===== config.mk =====
export PLATFORM = sky130hd
export DESIGN_NAME = modular_exponentiation
export DESIGN_NICKNAME = d
export VERILOG_FILES = /design/src/sv/mexp_pkg.sv /design/src/sv/mexp_mulmod.sv /design/src/sv/modular_exponentiation.sv
export VERILOG_INCLUDE_DIRS = /design/src /design/src/sv
export SDC_FILE = /design/constraint.sdc
export NUM_CORES = 1
export LEC_CHECK = 0
export ABC_AREA = 1
export ABC_CLOCK_PERIOD_IN_PS = 4400
export BUFFER_PORTS_ARGS = -buffer_cell sky130_fd_sc_hd__buf_2
export CAP_MARGIN = 30
export CORE_MARGIN = 2
export CORE_UTILIZATION = 40
export DETAILED_ROUTE_END_ITERATION = 8
export PLACE_DENSITY = 0.66
export SYNTH_ARGS = -nofsm -noshare
export SYNTH_HDL_FRONTEND = slang
export SYNTH_SLANG_ARGS = --single-unit

===== constraint.sdc =====
create_clock -name clk_i -period 4.4 [get_ports clk_i]
set_input_delay 0.88 -clock clk_i [delete_from_list [all_inputs] [get_ports clk_i]]
set_output_delay 0.88 -clock clk_i [all_outputs]
set_load 0.005 [all_outputs]

===== src/sv/modular_exponentiation_defines.svh =====
// assertion macros for the modular exponentiation block
`ifndef MODULAR_EXPONENTIATION_DEFINES_SVH
`define MODULAR_EXPONENTIATION_DEFINES_SVH

// property that must hold at every clock edge outside reset
`define MEXP_ASSERT(label, prop, msg) \
  label: assert property (@(posedge clk_i) disable iff (!rst_ni) (prop)) else $error(msg);

// consequence that must hold in the cycle after the antecedent
`define MEXP_ASSERT_NEXT(label, ante, cons, msg) \
  label: assert property (@(posedge clk_i) disable iff (!rst_ni) (ante) |=> (cons)) \
    else $error(msg);

`endif


===== src/sv/mexp_pkg.sv =====
`timescale 1ns / 1ps
`default_nettype none

package mexp_pkg;

  localparam int WIDTH = 32;
  localparam int CNT_W = $clog2(WIDTH);

  localparam logic [WIDTH-1:0] ONE_W = {{(WIDTH-1){1'b0}}, 1'b1};
  localparam logic [CNT_W-1:0] CNT_LAST = CNT_W'(WIDTH - 1);

  typedef struct packed {
    logic start;
  } mul_ctl_t;

  typedef struct packed {
    logic busy;
    logic done;
  } mul_sts_t;

  // (x + y) mod m for x, y below m; a zero modulus stands for 2^WIDTH
  function automatic logic [WIDTH-1:0] add_mod(input logic [WIDTH-1:0] x,
                                               input logic [WIDTH-1:0] y,
                                               input logic [WIDTH-1:0] m);
    logic [WIDTH:0] sum;
    logic [WIDTH:0] dif;
    sum = {1'b0, x} + {1'b0, y};
    dif = sum - {1'b0, m};
    if ((m != '0) && (sum >= {1'b0, m})) begin
      return dif[WIDTH-1:0];
    end
    return sum[WIDTH-1:0];
  endfunction

endpackage

`default_nettype wire


===== src/sv/mexp_mulmod.sv =====
`timescale 1ns / 1ps
`default_nettype none

module mexp_mulmod (
  input  wire logic                         clk_i,
  input  wire logic                         rst_ni,
  input  wire mexp_pkg::mul_ctl_t           ctl_i,
  input  wire logic [mexp_pkg::WIDTH-1:0]   a_i,
  input  wire logic [mexp_pkg::WIDTH-1:0]   b_i,
  input  wire logic [mexp_pkg::WIDTH-1:0]   modulus_i,
  output mexp_pkg::mul_sts_t                sts_o,
  output logic [mexp_pkg::WIDTH-1:0]        product_o
);

  logic [mexp_pkg::WIDTH-1:0] x_q, x_d;
  logic [mexp_pkg::WIDTH-1:0] y_q, y_d;
  logic [mexp_pkg::WIDTH-1:0] acc_q, acc_d;
  logic [mexp_pkg::CNT_W-1:0] cnt_q, cnt_d;
  logic                       busy_q, busy_d;
  logic                       done_q, done_d;

  // lsb-first shift and add: acc gathers x * 2^i, x doubles each step
  always_comb begin
    x_d    = x_q;
    y_d    = y_q;
    acc_d  = acc_q;
    cnt_d  = cnt_q;
    busy_d = busy_q;
    done_d = 1'b0;
    if (busy_q) begin
      if (y_q[0]) begin
        acc_d = mexp_pkg::add_mod(acc_q, x_q, modulus_i);
      end
      x_d   = mexp_pkg::add_mod(x_q, x_q, modulus_i);
      y_d   = y_q >> 1;
      cnt_d = cnt_q + 1'b1;
      if (cnt_q == mexp_pkg::CNT_LAST) begin
        busy_d = 1'b0;
        done_d = 1'b1;
      end
    end else if (ctl_i.start) begin
      x_d    = a_i;
      y_d    = b_i;
      acc_d  = '0;
      cnt_d  = '0;
      busy_d = 1'b1;
    end
  end

  always_ff @(posedge clk_i or negedge rst_ni) begin
    if (!rst_ni) begin
      busy_q <= 1'b0;
      done_q <= 1'b0;
    end else begin
      busy_q <= busy_d;
      done_q <= done_d;
    end
  end

  always_ff @(posedge clk_i) begin
    x_q   <= x_d;
    y_q   <= y_d;
    acc_q <= acc_d;
    cnt_q <= cnt_d;
  end

  assign sts_o.busy = busy_q;
  assign sts_o.done = done_q;
  assign product_o  = acc_q;

endmodule

`default_nettype wire


===== src/sv/modular_exponentiation.sv =====
// sequence: reduce the base mod m, then for each of the 32 exponent bits, msb first,
// square and, for a set bit, multiply; a zero exponent goes straight to the output
// throughput: one transaction at a time, set by the 32-step shared mod multiplier
// reset: asynchronous active low, clears the sequencer and output valid, modulus to 1
`timescale 1ns / 1ps
`default_nettype none
`include "modular_exponentiation_defines.svh"

module modular_exponentiation (
  input  wire logic                       clk_i,
  input  wire logic                       rst_ni,
  input  wire logic                       cfg_valid_i,
  output logic                            cfg_ready_o,
  input  wire logic [mexp_pkg::WIDTH-1:0] cfg_modulus_i,
  input  wire logic                       in_valid_i,
  output logic                            in_ready_o,
  input  wire logic [mexp_pkg::WIDTH-1:0] base_i,
  input  wire logic [mexp_pkg::WIDTH-1:0] exponent_i,
  output logic                            out_valid_o,
  input  wire logic                       out_ready_i,
  output logic [mexp_pkg::WIDTH-1:0]      power_mod_o
);

  localparam logic [2:0] ST_IDLE = 3'd0;
  localparam logic [2:0] ST_RED  = 3'd1;
  localparam logic [2:0] ST_SQR  = 3'd2;
  localparam logic [2:0] ST_MUL  = 3'd3;
  localparam logic [2:0] ST_OUT  = 3'd4;

  logic [2:0]                 state_q, state_d;
  logic [mexp_pkg::WIDTH-1:0] modulus_q;
  logic [mexp_pkg::WIDTH-1:0] acc_q, acc_d;
  logic [mexp_pkg::WIDTH-1:0] base_q, base_d;
  logic [mexp_pkg::WIDTH-1:0] exp_q, exp_d;
  logic [mexp_pkg::CNT_W-1:0] cnt_q, cnt_d;
  logic [mexp_pkg::WIDTH-1:0] out_q, out_d;
  logic                       out_valid_q, out_valid_d;

  mexp_pkg::mul_ctl_t         mul_ctl;
  mexp_pkg::mul_sts_t         mul_sts;
  logic [mexp_pkg::WIDTH-1:0] mul_a, mul_b, product;
  logic                       next_bit;

  mexp_mulmod u_mulmod (
    .clk_i     (clk_i),
    .rst_ni    (rst_ni),
    .ctl_i     (mul_ctl),
    .a_i       (mul_a),
    .b_i       (mul_b),
    .modulus_i (modulus_q),
    .sts_o     (mul_sts),
    .product_o (product)
  );

  always_comb begin
    state_d       = state_q;
    acc_d         = acc_q;
    base_d        = base_q;
    exp_d         = exp_q;
    cnt_d         = cnt_q;
    out_d         = out_q;
    out_valid_d   = out_valid_q && !out_ready_i;
    mul_ctl.start = 1'b0;
    mul_a         = acc_q;
    mul_b         = acc_q;
    next_bit      = 1'b0;

    unique case (state_q)
      ST_IDLE: begin
        if (in_valid_i) begin
          if (exponent_i == '0) begin
            acc_d   = mexp_pkg::ONE_W;
            state_d = ST_OUT;
          end else begin
            // reduce the base first as 1 * base mod m
            mul_ctl.start = 1'b1;
            mul_a         = mexp_pkg::ONE_W;
            mul_b         = base_i;
            exp_d         = exponent_i;
            cnt_d         = '0;
            acc_d         = (modulus_q == mexp_pkg::ONE_W) ? '0 : mexp_pkg::ONE_W;
            state_d       = ST_RED;
          end
        end
      end
      ST_RED: begin
        if (mul_sts.done) begin
          base_d        = product;
          mul_ctl.start = 1'b1;
          state_d       = ST_SQR;
        end
      end
      ST_SQR: begin
        if (mul_sts.done) begin
          acc_d = product;
          if (exp_q[mexp_pkg::WIDTH-1]) begin
            mul_ctl.start = 1'b1;
            mul_a         = product;
            mul_b         = base_q;
            state_d       = ST_MUL;
          end else begin
            next_bit = 1'b1;
          end
        end
      end
      ST_MUL: begin
        if (mul_sts.done) begin
          acc_d    = product;
          next_bit = 1'b1;
        end
      end
      ST_OUT: begin
        if (!out_valid_q || out_ready_i) begin
          out_d       = acc_q;
          out_valid_d = 1'b1;
          state_d     = ST_IDLE;
        end
      end
      default: begin
        state_d = ST_IDLE;
      end
    endcase

    if (next_bit) begin
      if (cnt_q == mexp_pkg::CNT_LAST) begin
        state_d = ST_OUT;
      end else begin
        cnt_d         = cnt_q + 1'b1;
        exp_d         = exp_q << 1;
        mul_ctl.start = 1'b1;
        mul_a         = product;
        mul_b         = product;
        state_d       = ST_SQR;
      end
    end
  end

  always_ff @(posedge clk_i or negedge rst_ni) begin
    if (!rst_ni) begin
      state_q     <= ST_IDLE;
      out_valid_q <= 1'b0;
      modulus_q   <= mexp_pkg::ONE_W;
    end else begin
      state_q     <= state_d;
      out_valid_q <= out_valid_d;
      if (cfg_valid_i) begin
        modulus_q <= cfg_modulus_i;
      end
    end
  end

  always_ff @(posedge clk_i) begin
    acc_q  <= acc_d;
    base_q <= base_d;
    exp_q  <= exp_d;
    cnt_q  <= cnt_d;
    out_q  <= out_d;
  end

  assign cfg_ready_o = 1'b1;
  assign in_ready_o  = (state_q == ST_IDLE);
  assign out_valid_o = out_valid_q;
  assign power_mod_o = out_q;

  `MEXP_ASSERT(a_ready_unit_idle, !in_ready_o || !mul_sts.busy, "ready while multiplier busy")
  `MEXP_ASSERT(a_start_when_free, !mul_ctl.start || !mul_sts.busy, "multiplier started while busy")
  `MEXP_ASSERT(a_done_in_work, !mul_sts.done || state_q == ST_RED || state_q == ST_SQR || state_q == ST_MUL, "multiplier done outside a work state")
  `MEXP_ASSERT_NEXT(a_busy_after_accept, in_valid_i && in_ready_o, !in_ready_o, "ready right after accept")

endmodule

`default_nettype wire

==> results.md <==
* Core area at approximately 50,000 sq um
* Endpoints failing setup at 0
* Clock Sinks at approximately 270
* # H-tree levels at 1
* Pre-antenna DRT Iters at 5
* Top cells by area, synth: edfxtp_1 (29%), nand2_1 (19%), inv_1 (9.2%)
* Vias in the first global route at about 18,000
* Synth Warn # at 0
* Routed vias at 19,500
* Async set or reset register ratio after synthesis at 0.140
* Die area at ~52,000 sq um
* I/O pin count at between 100 and 150
* EDFF count, synth at around 200
* First-pass GRT wire length at between 100,000 and 150,000 um
* Seq/Total Area, Yosys at 0.376
* CTS tree: done
* Post-Synthesis Cells at 2,949
* Endpoints failing hold at 0
* Syn_area_per_cell at 6.85 sq um
* Inserted Clock Buffers at 30
* Placed wire-length estimate at between 50,000 and 60,000 um
* Die span in y at between 200 and 250 um
* Status: completed
* Net count after synthesis at 3,153
* Tmin final at between 4 and 5 ns
* Synth Cell Area at ~20,000 sq um
* Worst path required time at ~4.8 ns
* Final WL at just over 70,000 um
* Max Fclk at between 200 and 250 MHz
* RePlAce Congestion at 1.02
* Area share of the largest cell type after synthesis at 0.291
* Final ANT Viol Nets at 0
* Largest net degree at the start of global routing at 72
* Post-synth top area cell: edfxtp_1
* Max FO, Critical Path at 10
* Initial antenna violation count at 1
* Vias/cell at about 5.1
* Number of diodes at 0
* Hold_buf cts at 0
* Unrepaired setup endpoints after global routing: false
* Number of cell rows at 82
* Commonest register cell after synthesis: edfxtp_1
* Die width at 229 um
* Max Cap Viol at 0
* DR WL/cell at 18.9 um
* Setup TNS at 0 ns
* I/O Buffers at about 130
* Reg clk slew, reported paths at roughly 0.06 ns
* Period utilization at 0.949
* Yosys reg bits at approximately 270
* WS Path Type: register to register
* Initial Util at 0.404
* Area grow syn2layout at 13.1%
* Nets at 3,295
* Share of cells above drive strength 1 at 0.0928
* CP Launch Type: register
* Worst skew pair latency at between 0.5 and 0.6 ns
* Synth cell count leaders: nand2_1 (1,028), inv_1 (496), nor2_1 (260)
* Worst slew margin at 0.316
* Skew final at between 0.02 and 0.025 ns
* Cell with the most instances after synthesis: nand2_1
* Synth cell types at 56
* Clock buffer depth at 3
* Hold Path Class: input port to async pin
* Worst-margin pin slew at around 1 ns
* GR Util All Layers at 0.268
* Gr ovfl total at 0
* Critical Path AT at roughly 4.6 ns
* Iteration-0 DRC Markers at 2,020
* Slew Viols, Final at 0
* Root buf cell: clkbuf_16
* Setup crit end kind: register
* # DRC at 0
## cells by family after synthesis
group	synth area share
and+or+nand+nor	0.333
buffers and inverters	0.116
AOI/OAI and AO/OA	0.0911
DFF	0.376
adders and majority gates	0.0649
xor gates and xnor gates	0.0191
other	0.000186
## worst max-delay path, cell delays in order, from the launching register on
cell,delay (ns)
edfxtp_1,0.47
ha_2,0.25
fa_1,0.44
nand3_1,0.10
nand2_1,0.10
nand2_1,0.09
nand2_1,0.13
nand2_1,0.09
nand2_1,0.12
xnor2_1,0.16
inv_1,0.11
ha_1,0.38
nand2_1,0.12
nor2_1,0.27
nand2_1,0.14
nor2_1,0.11
nand2_1,0.08
nand3_1,0.10
nand2_1,0.10
nand3_4,0.13
nand2_4,0.12
nand2_1,0.11
nand2_1,0.06
nor2_2,0.22
## cell type report
class / count / area [sq um]
Timing Repair Buffer: 186 / 1090
Sequential cell: 272 / 7600
Multi-Input combinational cell: 2098 / 10300
Fill cell: 5206 / 27200
Clock buffer: 39 / 888
Inverter: 503 / 1890
Tap cell: 672 / 841
Clock inverter: 17 / 239
## layer usage
metal | up-vias | GRT usage | wire length [um]
met5 | - | 0 | 0
met4 | 0 | 0.0948 | 2730
met3 | 128 | 0.0333 | 5710
met2 | 791 | 0.424 | 31300
met1 | 8848 | 0.378 | 31700
li1 | 9713 | - | -
## layout by cell type (no fill, tap or decap), types with 36 or more instances in the layout
| master | instances |
|---|---|
| dfrtp_1 | 36 |
| buf_2 | 134 |
| buf_4 | 50 |
| inv_1 | 494 |
| dfxtp_1 | 38 |
| nor2_1 | 250 |
| a21oi_1 | 126 |
| edfxtp_1 | 196 |
| o21ai_0 | 95 |
| nand4_1 | 49 |
| nand3_1 | 190 |
| nand2_1 | 1027 |
| ha_1 | 97 |
## registers in the layout, summed over array words and instances (netlist names), 32 cells and up
name	flops
acc_q	32
base_q	32
exp_q	32
modulus_q	32
power_mod_o	32
u_mulmod.product_o	32
u_mulmod.x_q	32
u_mulmod.y_q	32
## per-stage QoR
stage	hold WS, ns	cells	worst slack [ns]	instance area, sq um	util
6_report	0.405	3787	0.225	22900	0.457
5_1_grt	0.433	3787	0.0147	22900	0.457
4_1_cts	0.405	3783	0.115	22800	0.455
3_5_place_dp	0.439	3727	0.143	21700	0.433
3_3_place_gp	0.434	3727	0.0569	21700	0.433
2_1_floorplan	0.426	2949	0.914	20200	-
## path summary, 6_finish.rpt
path | startpoint | to | slack [ns] | depth (start not counted)
max | u_mulmod.x_q[0]$_DFFE_PP_ | u_mulmod.product_o[2]$_SDFFCE_PN0P_ | 0.23 | 23
min | rst_ni | u_mulmod.busy_q$_DFF_PN0_ | 0.41 | 2
max reg2reg | u_mulmod.x_q[0]$_DFFE_PP_ | u_mulmod.product_o[2]$_SDFFCE_PN0P_ | 0.23 | 23
min reg2reg | acc_q[11]$_SDFFCE_PP0P_ | power_mod_o[11]$_DFFE_PP_ | 0.46 | 0
max in group asynchronous | rst_ni | u_mulmod.busy_q$_DFF_PN0_ | 3.54 | 2
min in group clk_i | acc_q[11]$_SDFFCE_PP0P_ | power_mod_o[11]$_DFFE_PP_ | 0.46 | 0
## timing repair
action / 4_1_cts / 5_1_grt
endpoints found under the hold margin: 0 / 0
gates resized for setup: 0 / 9
buffers inserted: 0 / 3
endpoints found under the setup margin: 0 / 32
Power is left out: the tool's default activity adds up to more than one toggle a clock period on the data nets, which glitch-free logic cannot reach.
